$ cat src/rtl/uartx_pkg.sv
`timescale 1ns / 1ps
// ----------------------------------------------------------------------------
// UART transmit framer package
// Shared types, frame phase constants and command codes.
// ----------------------------------------------------------------------------
package uartx_pkg;

  localparam int DATA_BITS = 8;
  localparam int PHASE_W   = 4;
  localparam int BYTE_W    = 8;
  localparam int MODE_W    = 2;

  localparam logic [PHASE_W-1:0] PH_IDLE   = PHASE_W'(1);
  localparam logic [PHASE_W-1:0] PH_START  = PHASE_W'(2);
  localparam logic [PHASE_W-1:0] PH_DATA0  = PHASE_W'(3);
  localparam logic [PHASE_W-1:0] PH_PARITY = PHASE_W'(3 + DATA_BITS);
  localparam logic [PHASE_W-1:0] PH_STOP   = PHASE_W'(4 + DATA_BITS);

  localparam logic [MODE_W-1:0] PAR_NONE = 2'd0;
  localparam logic [MODE_W-1:0] PAR_EVEN = 2'd1;
  localparam logic [MODE_W-1:0] PAR_ODD  = 2'd2;

  typedef enum logic {
    CMD_LOAD = 1'b0,
    CMD_TICK = 1'b1
  } cmd_t;

  typedef struct packed {
    logic [PHASE_W-1:0] bit_phase;
    logic [BYTE_W-1:0]  shift_data;
    logic               ones_parity;
    logic               frame_busy;
    logic               line_level;
  } frame_state_t;

  typedef struct packed {
    logic load_rejected;
    logic frame_done;
    logic busy_res;
    logic tx_line;
  } tx_result_t;

endpackage

$ cat src/rtl/uart_tx_parity_framer_core.sv
`timescale 1ns / 1ps
// ----------------------------------------------------------------------------
// UART transmit parity framer
// Steps a serial frame (start, data LSB first, parity or stop, stop) per tick.
// ----------------------------------------------------------------------------
// Usage:
//   s_axis carries commands: tuser is the command (0 load byte, 1 bit tick),
//   tdata is the byte to send, used by a load only. A load while idle starts a
//   frame; a load while busy is dropped and flagged in its result.
//   Each tick transaction advances the frame by one bit time; a frame of
//   DATA_BITS + 4 ticks ends with frame_done on its last tick.
//   m_axis returns exactly one result per command, in order.
//   cfg writes parity_mode (0 none, 1 even, 2 odd); write it only while no
//   transaction is in flight. The mode is read on the parity tick itself.
// Timing:
//   One command per cycle sustained while m_axis is ready. A result appears
//   on m_axis in the cycle after its command is taken, from a single output
//   register. When m_axis stalls, s_axis_tready falls while that register is
//   full and the command stream holds; nothing is lost.
// Reset:
//   rst clears the frame state, sets the line idle high, parity to none and
//   empties the output register.
// ----------------------------------------------------------------------------
module uart_tx_parity_framer_core (
  input  logic       clk,
  input  logic       rst,
  input  logic       s_axis_tvalid,
  output logic       s_axis_tready,
  input  logic [7:0] s_axis_tdata,   // [7:0] tx_byte
  input  logic       s_axis_tuser,   // [0] cmd
  output logic       m_axis_tvalid,
  input  logic       m_axis_tready,
  output logic [7:0] m_axis_tdata,   // [0] tx_line, [1] busy_res, [2] frame_done,
                                     // [3] load_rejected, [7:4] zero
  input  logic       cfg_valid,
  output logic       cfg_ready,
  input  logic [1:0] cfg_data        // parity_mode
);
  import uartx_pkg::*;

  frame_state_t      state;
  frame_state_t      state_next;
  tx_result_t        step_result;
  tx_result_t        out_result;
  logic [MODE_W-1:0] parity_mode;
  logic              space;
  logic              in_accept;
  cmd_t              cmd;

  assign cmd           = cmd_t'(s_axis_tuser);
  assign s_axis_tready = space & ~rst;
  assign in_accept     = s_axis_tvalid & s_axis_tready;
  assign cfg_ready     = 1'b1;
  assign m_axis_tdata  = {4'b0000, out_result};

  always_ff @(posedge clk) begin
    if (rst) begin
      parity_mode <= PAR_NONE;
    end else if (cfg_valid) begin
      parity_mode <= cfg_data;
    end
  end

  always_ff @(posedge clk) begin
    if (rst) begin
      state.bit_phase   <= '0;
      state.shift_data  <= '0;
      state.ones_parity <= 1'b0;
      state.frame_busy  <= 1'b0;
      state.line_level  <= 1'b1;
    end else if (in_accept) begin
      state <= state_next;
    end
  end

  uartx_step u_step (
    .state       (state),
    .parity_mode (parity_mode),
    .cmd         (cmd),
    .tx_byte     (s_axis_tdata),
    .state_next  (state_next),
    .result      (step_result)
  );

  uartx_out_reg u_out_reg (
    .clk       (clk),
    .rst       (rst),
    .load      (in_accept),
    .load_data (step_result),
    .space     (space),
    .out_valid (m_axis_tvalid),
    .out_ready (m_axis_tready),
    .out_data  (out_result)
  );

`ifndef ASSERT_OFF
  // the last tick of a frame must leave the framer idle
  a_stop_ends_frame: assert property (@(posedge clk) disable iff (rst)
    in_accept && cmd == CMD_TICK && state.frame_busy && state.bit_phase == PH_PARITY
    |=> !state.frame_busy)
    else $error("frame still busy after stop tick");

  a_phase_in_frame: assert property (@(posedge clk) disable iff (rst)
    state.frame_busy |-> state.bit_phase <= PH_STOP)
    else $error("bit phase beyond frame");

  a_idle_line_high: assert property (@(posedge clk) disable iff (rst)
    !state.frame_busy |-> state.line_level)
    else $error("line low while idle");

  a_result_follows: assert property (@(posedge clk) disable iff (rst)
    in_accept |=> m_axis_tvalid)
    else $error("result missing after accepted transaction");

  a_done_not_busy: assert property (@(posedge clk) disable iff (rst)
    m_axis_tvalid && m_axis_tdata[2] |-> !m_axis_tdata[1])
    else $error("frame_done reported with busy set");
`endif

endmodule

$ cat src/rtl/uartx_step.sv
`timescale 1ns / 1ps
// ----------------------------------------------------------------------------
// UART transmit framer step logic
// Next frame state and result flags for one load or tick transaction.
// ----------------------------------------------------------------------------
module uartx_step (
  input  uartx_pkg::frame_state_t       state,
  input  logic [uartx_pkg::MODE_W-1:0]  parity_mode,
  input  uartx_pkg::cmd_t               cmd,
  input  logic [uartx_pkg::BYTE_W-1:0]  tx_byte,
  output uartx_pkg::frame_state_t       state_next,
  output uartx_pkg::tx_result_t         result
);
  import uartx_pkg::*;

  logic [PHASE_W-1:0] ph;
  logic               data_bit;

  assign ph       = state.bit_phase + PHASE_W'(1);
  assign data_bit = state.shift_data[0];

  always_comb begin
    state_next = state;
    result     = '0;
    case (cmd)
      CMD_LOAD: begin
        if (state.frame_busy) begin
          result.load_rejected = 1'b1;
        end else begin
          state_next.frame_busy  = 1'b1;
          state_next.bit_phase   = '0;
          state_next.shift_data  = tx_byte;
          state_next.ones_parity = 1'b0;
        end
      end
      CMD_TICK: begin
        if (state.frame_busy) begin
          state_next.bit_phase = ph;
          if (ph == PH_IDLE) begin
            state_next.line_level = 1'b1;
          end else if (ph == PH_START) begin
            state_next.line_level = 1'b0;
          end else if (ph >= PH_DATA0 && ph < PH_PARITY) begin
            // shift out LSB first, fold it into the running parity
            state_next.line_level  = data_bit;
            state_next.ones_parity = state.ones_parity ^ data_bit;
            state_next.shift_data  = {1'b0, state.shift_data[BYTE_W-1:1]};
          end else if (ph == PH_PARITY) begin
            case (parity_mode)
              PAR_EVEN: state_next.line_level = state.ones_parity;
              PAR_ODD:  state_next.line_level = ~state.ones_parity;
              default:  state_next.line_level = 1'b1;
            endcase
          end else begin
            // final stop bit, also any phase past the frame
            state_next.line_level = 1'b1;
            state_next.frame_busy = 1'b0;
            state_next.bit_phase  = '0;
            result.frame_done     = 1'b1;
          end
        end
      end
      default: ;
    endcase
    result.tx_line  = state_next.line_level;
    result.busy_res = state_next.frame_busy;
  end

endmodule

$ cat src/rtl/uartx_out_reg.sv
`timescale 1ns / 1ps
// ----------------------------------------------------------------------------
// UART transmit framer output register
// Holds one result until the downstream side takes it.
// ----------------------------------------------------------------------------
module uartx_out_reg (
  input  logic                  clk,
  input  logic                  rst,
  input  logic                  load,
  input  uartx_pkg::tx_result_t load_data,
  output logic                  space,
  output logic                  out_valid,
  input  logic                  out_ready,
  output uartx_pkg::tx_result_t out_data
);
  import uartx_pkg::*;

  logic       valid;
  tx_result_t data;

  assign space     = ~valid | out_ready;
  assign out_valid = valid;
  assign out_data  = data;

  always_ff @(posedge clk) begin
    if (rst) begin
      valid <= 1'b0;
    end else if (load) begin
      valid <= 1'b1;
    end else if (out_ready) begin
      valid <= 1'b0;
    end
  end

  always_ff @(posedge clk) begin
    if (load) begin
      data <= load_data;
    end
  end

endmodule

$ cat config.mk
export PLATFORM = sky130hd
export DESIGN_NAME = uart_tx_parity_framer_core
export DESIGN_NICKNAME = d
export VERILOG_FILES = /design/src/rtl/uartx_pkg.sv /design/src/rtl/uart_tx_parity_framer_core.sv /design/src/rtl/uartx_step.sv /design/src/rtl/uartx_out_reg.sv
export SDC_FILE = /design/constraint.sdc
export NUM_CORES = 1
export LEC_CHECK = 0
export BUFFER_PORTS_ARGS = -buffer_cell sky130_fd_sc_hd__buf_2
export CAP_MARGIN = 20
export CORE_ASPECT_RATIO = 0.8
export CORE_MARGIN = 5
export CORE_UTILIZATION = 61
export DETAILED_ROUTE_END_ITERATION = 12
export MAX_ROUTING_LAYER = met4
export PLACE_DENSITY_LB_ADDON = 0.12
export RECOVER_POWER = 50
export SYNTH_ARGS = -nofsm -noshare
export SYNTH_HDL_FRONTEND = slang
export SYNTH_HIERARCHICAL = 1
export SYNTH_SLANG_ARGS = --single-unit
$ cat constraint.sdc
create_clock -name clk -period 4.13 [get_ports clk]
set_clock_uncertainty 0.05 [all_clocks]
set_input_delay 0.413 -clock clk [delete_from_list [all_inputs] [get_ports clk]]
set_output_delay 0.413 -clock clk [all_outputs]
set_load 0.05 [all_outputs]
# Word-level counts from Yosys, hierarchy flattened
# Cells that the tools add are included.
# classes
n_addsub,1
magnitude_cmp,2
n_eq_ne,10
n_mux,20
bitwise_logic,9
n_reduce_logical,5
# op_table
op,count
$mux W14,3
$pmux W14 S2,1
$mux W15,1
$mux W1,11
$mux W9,1
$mux W4,2
$ne A2 B2 Y1 const B,3
$reduce_and A6 Y1,1
$not A1 Y1,5
$reduce_or A5 Y1,1
$add A4 B1 Y4 const B,1
$eq A4 B1 Y1 const B,1
$eq A4 B2 Y1 const B,1
$eq A4 B4 Y1 const B,1
$ge A4 B2 Y1 const B,1
$lt A4 B4 Y1 const B,1
$ne A2 B1 Y1 const B,2
$reduce_and A3 Y1,1
$and A1 B1 Y1,2
$eq A2 B1 Y1 const B,1
$eq A2 B2 Y1 const B,1
$pmux W1 S2,1
$reduce_bool A2 Y1,1
$logic_and A1 B1 Y1,1
2 further kinds,2
# totals
ff_bits,22
input_bits,16
out_inout_bits,11
elab_cells,58

# Longest topological paths before layout
# Gate-level depths: netlist of run 1.
# logic_depth
depth_word,8
depth_mapped,10
ltp_nobuf,9

# Modules after synthesis
# Netlist of run 1, hierarchy kept.
# by_module_without_submodules
mod,instances,cells_per_inst,area_each_um2,seq_area_each_um2
uart_tx_parity_framer_core,1,83,832.0,340.3
uartx_step,1,101,721.9,0.0
uartx_out_reg,1,8,166.4,140.1

# Worst setup path before layout of run 1
# Ideal clock, no wire load.
# synth_path
kind,reg-to-reg
from,register u_out_reg.valid (netlist: u_out_reg/out_valid)
to,register u_out_reg.data (netlist bit u_out_reg/out_data[0]) (enable)
setup_ns,0.314
arrival_time_ns,1.716
required_ns,3.766
slack_ns,2.050
stages_incl_launch_ff,4
n_path_buf,0
synth_period_minus_slack_ns,2.080
cell_sequence,dfxtp_1 > nand2b_4 > nor2b_1 > and2_1
# synth_via
elab_chain_len,4
# synth_rtl
item,line,source
"start, declared",uartx_out_reg.sv:18,logic valid;
"start signal, assigned",uartx_out_reg.sv:27,valid <= 1'b0;
"start signal, assigned",uartx_out_reg.sv:29,valid <= 1'b1;
"start signal, assigned",uartx_out_reg.sv:31,valid <= 1'b0;
$not A1 Y1,uartx_out_reg.sv:21,assign space = ~valid | out_ready;
$or A1 B1 Y1,uartx_out_reg.sv:21,
via space,uart_tx_parity_framer_core.sv:46,logic space;
$and A1 B1 Y1,uart_tx_parity_framer_core.sv:51,assign s_axis_tready = space & ~rst;
via s_axis_tready,uart_tx_parity_framer_core.sv:28,"output logic s_axis_tready,"
$and A1 B1 Y1,uart_tx_parity_framer_core.sv:52,assign in_accept = s_axis_tvalid & s_axis_tready;
via in_accept,uart_tx_parity_framer_core.sv:47,logic in_accept;
"end signal, assigned",uartx_out_reg.sv:37,data <= load_data;
"end, declared",uartx_out_reg.sv:19,tx_result_t data;
# The timed path passes the listed nets, and every way through them passes these cells.
# A chain may end at the register's enable or synchronous reset.

# Worst setup path in the final report of run 1
# layout_path
from,register state[13] (netlist name)
to,register state[9] (netlist name)
# layout_via
elab_chain_len,5
elab_cells_between_ends,10
cone_classes,add/sub: 1; order compare: 2; eq/ne: 5; reduce/logical: 2
# layout_rtl
item,line,source
$add A4 B1 Y4 *,uartx_step.sv:19,assign ph = state.bit_phase + PHASE_W'(1);
$ge A4 B2 Y1 or $lt A4 B4 Y1 (tied branches),uartx_step.sv:43,end else if (ph >= PH_DATA0 && ph < PH_PARITY) begin
$logic_and A1 B1 Y1,uartx_step.sv:43,
$ne A2 B1 Y1 (no line),n/a,
$reduce_and A6 Y1 (no line) *,n/a,
# Mark *: on every way between the ends. The rest lies on a longest branch, timed or not.

==> results of run 1 <==
## metrics by stage
| step | cells | setup WS, ns | hold slack [ns] |
|---|---|---|---|
| 2_1_floorplan | 195 | 2.050 | 0.4254 |
| 3_3_place_gp | 232 | 1.876 | 0.4616 |
| 3_5_place_dp | 232 | 1.823 | 0.4773 |
| 4_1_cts | 236 | 1.797 | 0.2739 |
| 5_1_grt | 236 | 1.180 | 0.2856 |
| 6_report | 236 | 1.407 | 0.2765 |
## power groups by stage
stage	combinational [uW]	clock [uW]	sequential [uW]
floorplan	77.4	0	245
global placement	85.6	0	245
detailed placement	88.6	0	245
CTS	89.0	174	241
global route	95.7	182	243
finish	88.1	168	241
## metal layers
metal	part of all wire [%]	routed length, microns
met1	48	1627
met2	47	1599
met3	5.1	175
met4	0.38	13
met5	0	0
## logic make-up after synthesis
group,after synthesis,synth area share (%)
compound gates,60,26.98
xor+xnor,3,3.055
fa+ha+maj,6,4.364
buf+inv,29,10.11
flops,22,27.93
mux,16,10.25
other cells,2,0.4365
simple gates,54,16.87
## placed cells by master, fill, tap and decap left out, types with 9 or more instances in the layout
master / count
buf_2: 14
a211oi_1: 9
nand3_1: 17
a21oi_1: 10
a21bo_1: 14
nor2b_1: 11
dfxtp_1: 18
mux2i_1: 12
nand2_1: 9
a21oi_2: 14
## critical path: cells and delay by family (launching register included)
| kind | cells | cell delay [ns] |
|---|---|---|
| and+or+nand+nor | 2 | 0.28 |
| AOI/OAI and AO/OA | 2 | 0.15 |
| DFF | 1 | 0.51 |
| xor gates and xnor gates | 1 | 0.77 |
| muxes | 2 | 0.81 |
## worst max path at each step
stage / slack, ns / to / start / depth (start not counted)
after floorplan: 2.05 / u_out_reg/out_data[0]$_DFFE_PP_ / u_out_reg/out_valid$_SDFFE_PP0P_ / 3
after global placement: 1.88 / state[3]$_SDFFE_PP0P_ / state[11]$_SDFFE_PP0P_ / 9
after detailed placement: 1.82 / state[9]$_SDFFE_PP0P_ / state[11]$_SDFFE_PP0P_ / 9
after CTS: 1.80 / state[9]$_SDFFE_PP0P_ / state[11]$_SDFFE_PP0P_ / 9
after global routing: 1.18 / state[9]$_SDFFE_PP0P_ / state[13]$_SDFFE_PP0P_ / 7
final: 1.41 / state[9]$_SDFFE_PP0P_ / state[13]$_SDFFE_PP0P_ / 7
## cell type report
type | instances | area, sq um | area share, %
multi-input combinational | 144 | 1054 | 59.97
inverter | 7 | 26.28 | 1.496
clock inverter | 1 | 30.03 | 1.709
tap | 38 | 47.55 | 2.707
sequential | 22 | 480.5 | 27.35
timing repair buffer | 21 | 96.34 | 5.484
clock buffer | 3 | 22.52 | 1.282
## flip-flops by register name, summed over array words and instances, names as in the netlist
| register | flops |
|---|---|
| u_out_reg/out_data | 4 |
| state | 15 |
| u_out_reg/out_valid | 1 |
| parity_mode | 2 |
==> out/metrics.yaml, run 1 <==
status:
  status: "complete, no violations"
place:
  hpwlAfterDp_microns: 2239
  port_buffers: 21
  dpl_cell_area_sq_mm: 0.001737
  gp_congestion: 0.8060
floorplanning:
  start_util_pct: 63.19
  dieArea_sq_mm: 0.003989
  die_h_microns: 57.50
  rows: 17
  coreArea_sq_mm: 0.002723
  die_x_microns: 69.38
  ios: 27
global_routing:
  overflow: 0
  grt_max_degree: 33
  grt_pass1_wl_microns: 5644
  track_usage_pct: 17.47
  grt.met1_usage_pct: 21.66
  grt-busiest-layer: "met2"
  gr-usage-met2_pct: 29.08
  first_global_vias: 1242
  grt_util_met3_pct: 4.930
  antenna_found_initial: 0
worst_setup_path:
  cp_cell_sequence: "nand3_1, xnor2_1, mux2i_4, mux2i_1, a21oi_1, nand3_1, a21oi_2"
  rr_worst_depth: 7
  r2r-end: "state[9]$_SDFFE_PP0P_"
  rr_startpoint: "state[13]$_SDFFE_PP0P_"
  cp_slowest_cell: "xnor2_1"
  crit_fanout: 9
  cp.arrival_ns: 2.83
  crit_path_frequent_cell: "nand3_1"
  reg2reg_slack_ns: 1.41
  start_kind: "register"
  worst_setup_path_end_kind: "register"
  cp_slowest_stage_delay_ns: 0.77
  critPathKind: "register to register"
  cp.required_ns: 4.24
detailed_routing:
  wl_per_cell_microns: 14.47
  drc: 0
  num_vias: 1392
  routed_via_density: 5.898
  ant_nets: 0
  drt_iter0_drc: 44
  drt_pass1_iterations: 4
  wirelength_microns: 3416
synth:
  synthFlopType: "dfxtp_1"
  synth_cell_type_count: 41
  async_flop_share_pct: 0
  synthCells: 192
  syn_area_sq_mm: 0.001720
  synthTopCellsByArea: "dfxtp_1 21%, a21bo_1 8.1%, a21oi_2 7.1%, mux2i_1 7.0%, edfxtp_1 7.0%"
  syn_avg_cell_area_sq_um: 8.960
  synth_edf_count: 4
  yosys_warnings: 6
  yosysMostFrequentCell: "dfxtp_1"
  ys_seq_elements: 22
  synth.top_cell.area_share_pct: 20.95
  yosysSeqAreaShare_pct: 27.93
  yosys-top-cells-count: "18 x dfxtp_1, 16 x nand3_1, 14 x a21bo_1, 14 x a21oi_2, 12 x mux2i_1"
  yosysTopAreaCell: "dfxtp_1"
clock_tree:
  cts.root.buffer_cell: "clkbuf_4"
  numCtsBuffers: 3
  htree_num_levels: 1
  clk_latency_ns: 0.31
  path_clk_slew_ns: 0.13
  post_cts_buffers: 0
  cts_hold_buf: 0
  cts-resized-gates: 0
  cts_tree: "done"
  cts.sinks: 22
  cts_buffer_depth: 2
power_and_ir_drop:
  p_sw_share_pct: 28.30
  total_power_uw: 497.3
  total_leakage_power_uw: 0.0005982
  p_clk_share_pct: 33.8
  ir_worst_vdd_mv: 0.2730
  power_density_mw_per_mm2: 283.1
  p_seq_share_pct: 48.5
  p_int_uw: 356.6
  combPwrFrac_pct: 17.7
  p_sw_uw: 140.7
hold_path:
  min_to: "parity_mode[0]$_SDFFE_PP0P_"
  min_from: "cfg_data[0]"
  hold_depth: 3
  hold_path_class: "primary input to register"
timing:
  fmax_mhz: 367.2
  setup_viol: 0
  finalCritPeriodShare_pct: 65.94
  hold_violations: 0
  rsz0062_at_grt: "no"
  slew_headroom_pct: 13.87
  setup_tns_ns: 0
  final.min_clock_period_ns: 2.723
  slew_violations: 0
  worst_pin_slew_ns: 1.292
finish:
  drive_above_1_share_pct: 19.19
  utilization_pct: 64.52
  fillerInstances: 262
  syn2layout_area_growth_pct: 2.109
  diodes: 0
  fin_area_sq_mm: 0.001757
  nets: 221
job:
  max_cap_viol_count: 0
Power figures use the tool's default switching activity.
==> inputs of run 2 (changes only) <==
Settings changed: CORE_UTILIZATION 61 to 51.
Clock period 4.13 ns to 2.4 ns, I/O delays scaled along.
==> out/metrics.yaml, run 2 (synthesized netlist as in run 1, its figures left out) <==
finish:
  largest_register_ff_count: 15  # unchanged
  syn2layout_area_growth_pct: 7.200  # was 2.109%
  final_cell_mix: "18 x dfxtp_1, 16 x nand3_1, 15 x buf_2"  # was 18 x dfxtp_1, 17 x nand3_1, 14 x a21bo_1, 14 x a21oi_2, 14 x buf_2
  top_register: "state"  # unchanged
  nets: 228  # was 221
  fin_area_sq_mm: 0.001844  # was 0.001757 sq mm
  drive_above_1_share_pct: 24.39  # was 19.19%
  utilization_pct: 58.08  # was 64.52%
  diodes: 0  # unchanged
  final_common_cell: "dfxtp_1"  # unchanged
timing:
  setup_tns_ns: 0  # unchanged
  slew_headroom_pct: 59.21  # was 13.87%
  rsz0062_at_grt: "no"  # unchanged
  setup_viol: 0  # unchanged
  slew_violations: 0  # unchanged
  worst_pin_slew_ns: 0.6145  # was 1.292 ns
  timing.final.ws_setup_ns: 0.2039  # was 1.407 ns
  hold_violations: 0  # unchanged
  fmax_mhz: 455.4  # was 367.2 MHz
  final.min_clock_period_ns: 2.196  # was 2.723 ns
  finalCritPeriodShare_pct: 91.50  # was 65.94%
global_routing:
  grt-busiest-layer: "met2"  # unchanged
  antenna_found_initial: 0  # unchanged
  grt_pass1_wl_microns: 6113  # was 5644 microns
  grt.met1_usage_pct: 22.10  # was 21.66%
  grt_max_degree: 33  # unchanged
  gr-usage-met2_pct: 27.92  # was 29.08%
  overflow: 0  # unchanged
  grt_util_met3_pct: 4.662  # was 4.930%
  first_global_vias: 1337  # was 1242
  track_usage_pct: 17.20  # was 17.47%
floorplanning:
  die_x_microns: 74.94  # was 69.38 microns
  rows: 18  # was 17
  dieArea_sq_mm: 0.004642  # was 0.003989 sq mm
  ios: 27  # unchanged
  die_h_microns: 61.95  # was 57.50 microns
  start_util_pct: 54.18  # was 63.19%
  coreArea_sq_mm: 0.003176  # was 0.002723 sq mm
worst_setup_path:
  cp_slowest_cell: "dfxtp_1"  # was xnor2_1
  critPathKind: "register to register"  # unchanged
  cp_top_family: "flip-flops"  # was multiplexers
  worst_setup_path_end_kind: "register"  # unchanged
  path_buf_inv: 1  # was 0
  cp_slowest_stage_delay_ns: 0.55  # was 0.77 ns
  crit_fanout: 8  # was 9
  cp.arrival_ns: 2.29  # was 2.83 ns
  start_kind: "register"  # unchanged
  cp_cell_sequence: "nand3_2, xnor2_4, mux2i_4, buf_4, mux2i_1, a21oi_1, nand3_1, a21oi_2"  # was nand3_1, xnor2_1, mux2i_4, mux2i_1, a21oi_1, nand3_1, a21oi_2
  cp.required_ns: 2.49  # was 4.24 ns
power_and_ir_drop:
  ir_worst_vdd_mv: 0.4015  # was 0.2730 mV
  combPwrFrac_pct: 19.8  # was 17.7%
  p_int_uw: 566.3  # was 356.6 uW
  p_clk_share_pct: 29.7  # was 33.8%
  p_sw_uw: 243.5  # was 140.7 uW
  p_sw_share_pct: 30.06  # was 28.30%
  p_seq_share_pct: 50.5  # was 48.5%
  total_power_uw: 809.8  # was 497.3 uW
  total_leakage_power_uw: 0.0006401  # was 0.0005982 uW
  power_density_mw_per_mm2: 439.1  # was 283.1 mW/mm^2
detailed_routing:
  drt_iter0_drc: 173  # was 44
  drt_pass1_iterations: 5  # was 4
  ant_nets: 0  # unchanged
  wl_per_cell_microns: 14.87  # was 14.47 microns
  wirelength_microns: 3644  # was 3416 microns
  drc: 0  # unchanged
  num_vias: 1413  # was 1392
  routed_via_density: 5.767  # was 5.898
place:
  gp_congestion: 0.8351  # was 0.8060
  dpl_cell_area_sq_mm: 0.001762  # was 0.001737 sq mm
  port_buffers: 21  # unchanged
  hpwlAfterDp_microns: 2406  # was 2239 microns
  pre_cts_ws_ns: 0.09988  # was 1.823 ns
clock_tree:
  cts_hold_buf: 0  # unchanged
  cts_tree: "done"  # unchanged
  htree_num_levels: 1  # unchanged
  clk_latency_ns: 0.26  # was 0.31 ns
  cts_buffer_depth: 2  # unchanged
  path_clk_slew_ns: 0.08  # was 0.13 ns
  cts.sinks: 22  # unchanged
  cts.root.buffer_cell: "clkbuf_8"  # was clkbuf_4
  numCtsBuffers: 3  # unchanged
job:
  max_cap_viol_count: 0  # unchanged
hold_path:
  hold_path_class: "primary input to register"  # unchanged
status:
  status: "complete, no violations"  # unchanged
[run 2: repair_timing]
item,in CTS,in global routing
setup buffers,0,4
gates resized for setup,0,3
endpoints found under the setup margin,0,8
[run 2: worst paths after layout]
kind / slack, ns / startpoint / endpoint / depth (start not counted)
setup reg to reg: 0.20 / state[13]$_SDFFE_PP0P_ / state[7]$_SDFFE_PP0P_ / 8
hold reg to reg: 0.50 / parity_mode[0]$_SDFFE_PP0P_ / parity_mode[0]$_SDFFE_PP0P_ / 2
hold / removal: 0.17 / cfg_data[0] / parity_mode[0]$_SDFFE_PP0P_ / 3
setup / recovery: 0.20 / state[13]$_SDFFE_PP0P_ / state[7]$_SDFFE_PP0P_ / 8
[run 2: worst reg2reg max path, delay by kind of cell (launching register included)]
family	cells	cell delay, ns
flip-flops	1	0.55
multiplexers	2	0.53
XOR/XNOR	1	0.35
AND/OR/NAND/NOR	2	0.27
buffers and inverters	1	0.19
AO/OA/AOI/OAI	2	0.14
[run 2: cell type report]
| class | instances | area (sq um) |
|---|---|---|
| Fill cell | 286 | 1331 |
| Sequential cell | 22 | 480.5 |
| Multi-Input combinational cell | 144 | 1092 |
| Inverter | 7 | 26.28 |
| Clock buffer | 4 | 45.04 |
| Timing Repair Buffer | 28 | 150.1 |
| Tap cell | 40 | 50.05 |
[run 2: power groups by stage]
stage	logic (uW)	registers [uW]	clock network, uW
after floorplan	133	421	0
after global placement	157	417	0
after detailed placement	160	418	0
after CTS	161	409	254
after global routing	176	412	266
final	160	409	240
[run 2: per-stage QoR]
step / cells / hold WS, ns
after floorplan: 195 / 0.2524
after global placement: 237 / 0.4257
after detailed placement: 237 / 0.4524
after CTS: 241 / 0.1725
after global routing: 245 / 0.1866
final: 245 / 0.1653
[run 2: routing by layer]
metal	up-vias	wire length, microns
met5	-	0
met4	0	13
met3	2	201
met2	39	1793
met1	669	1636
li1	703	-
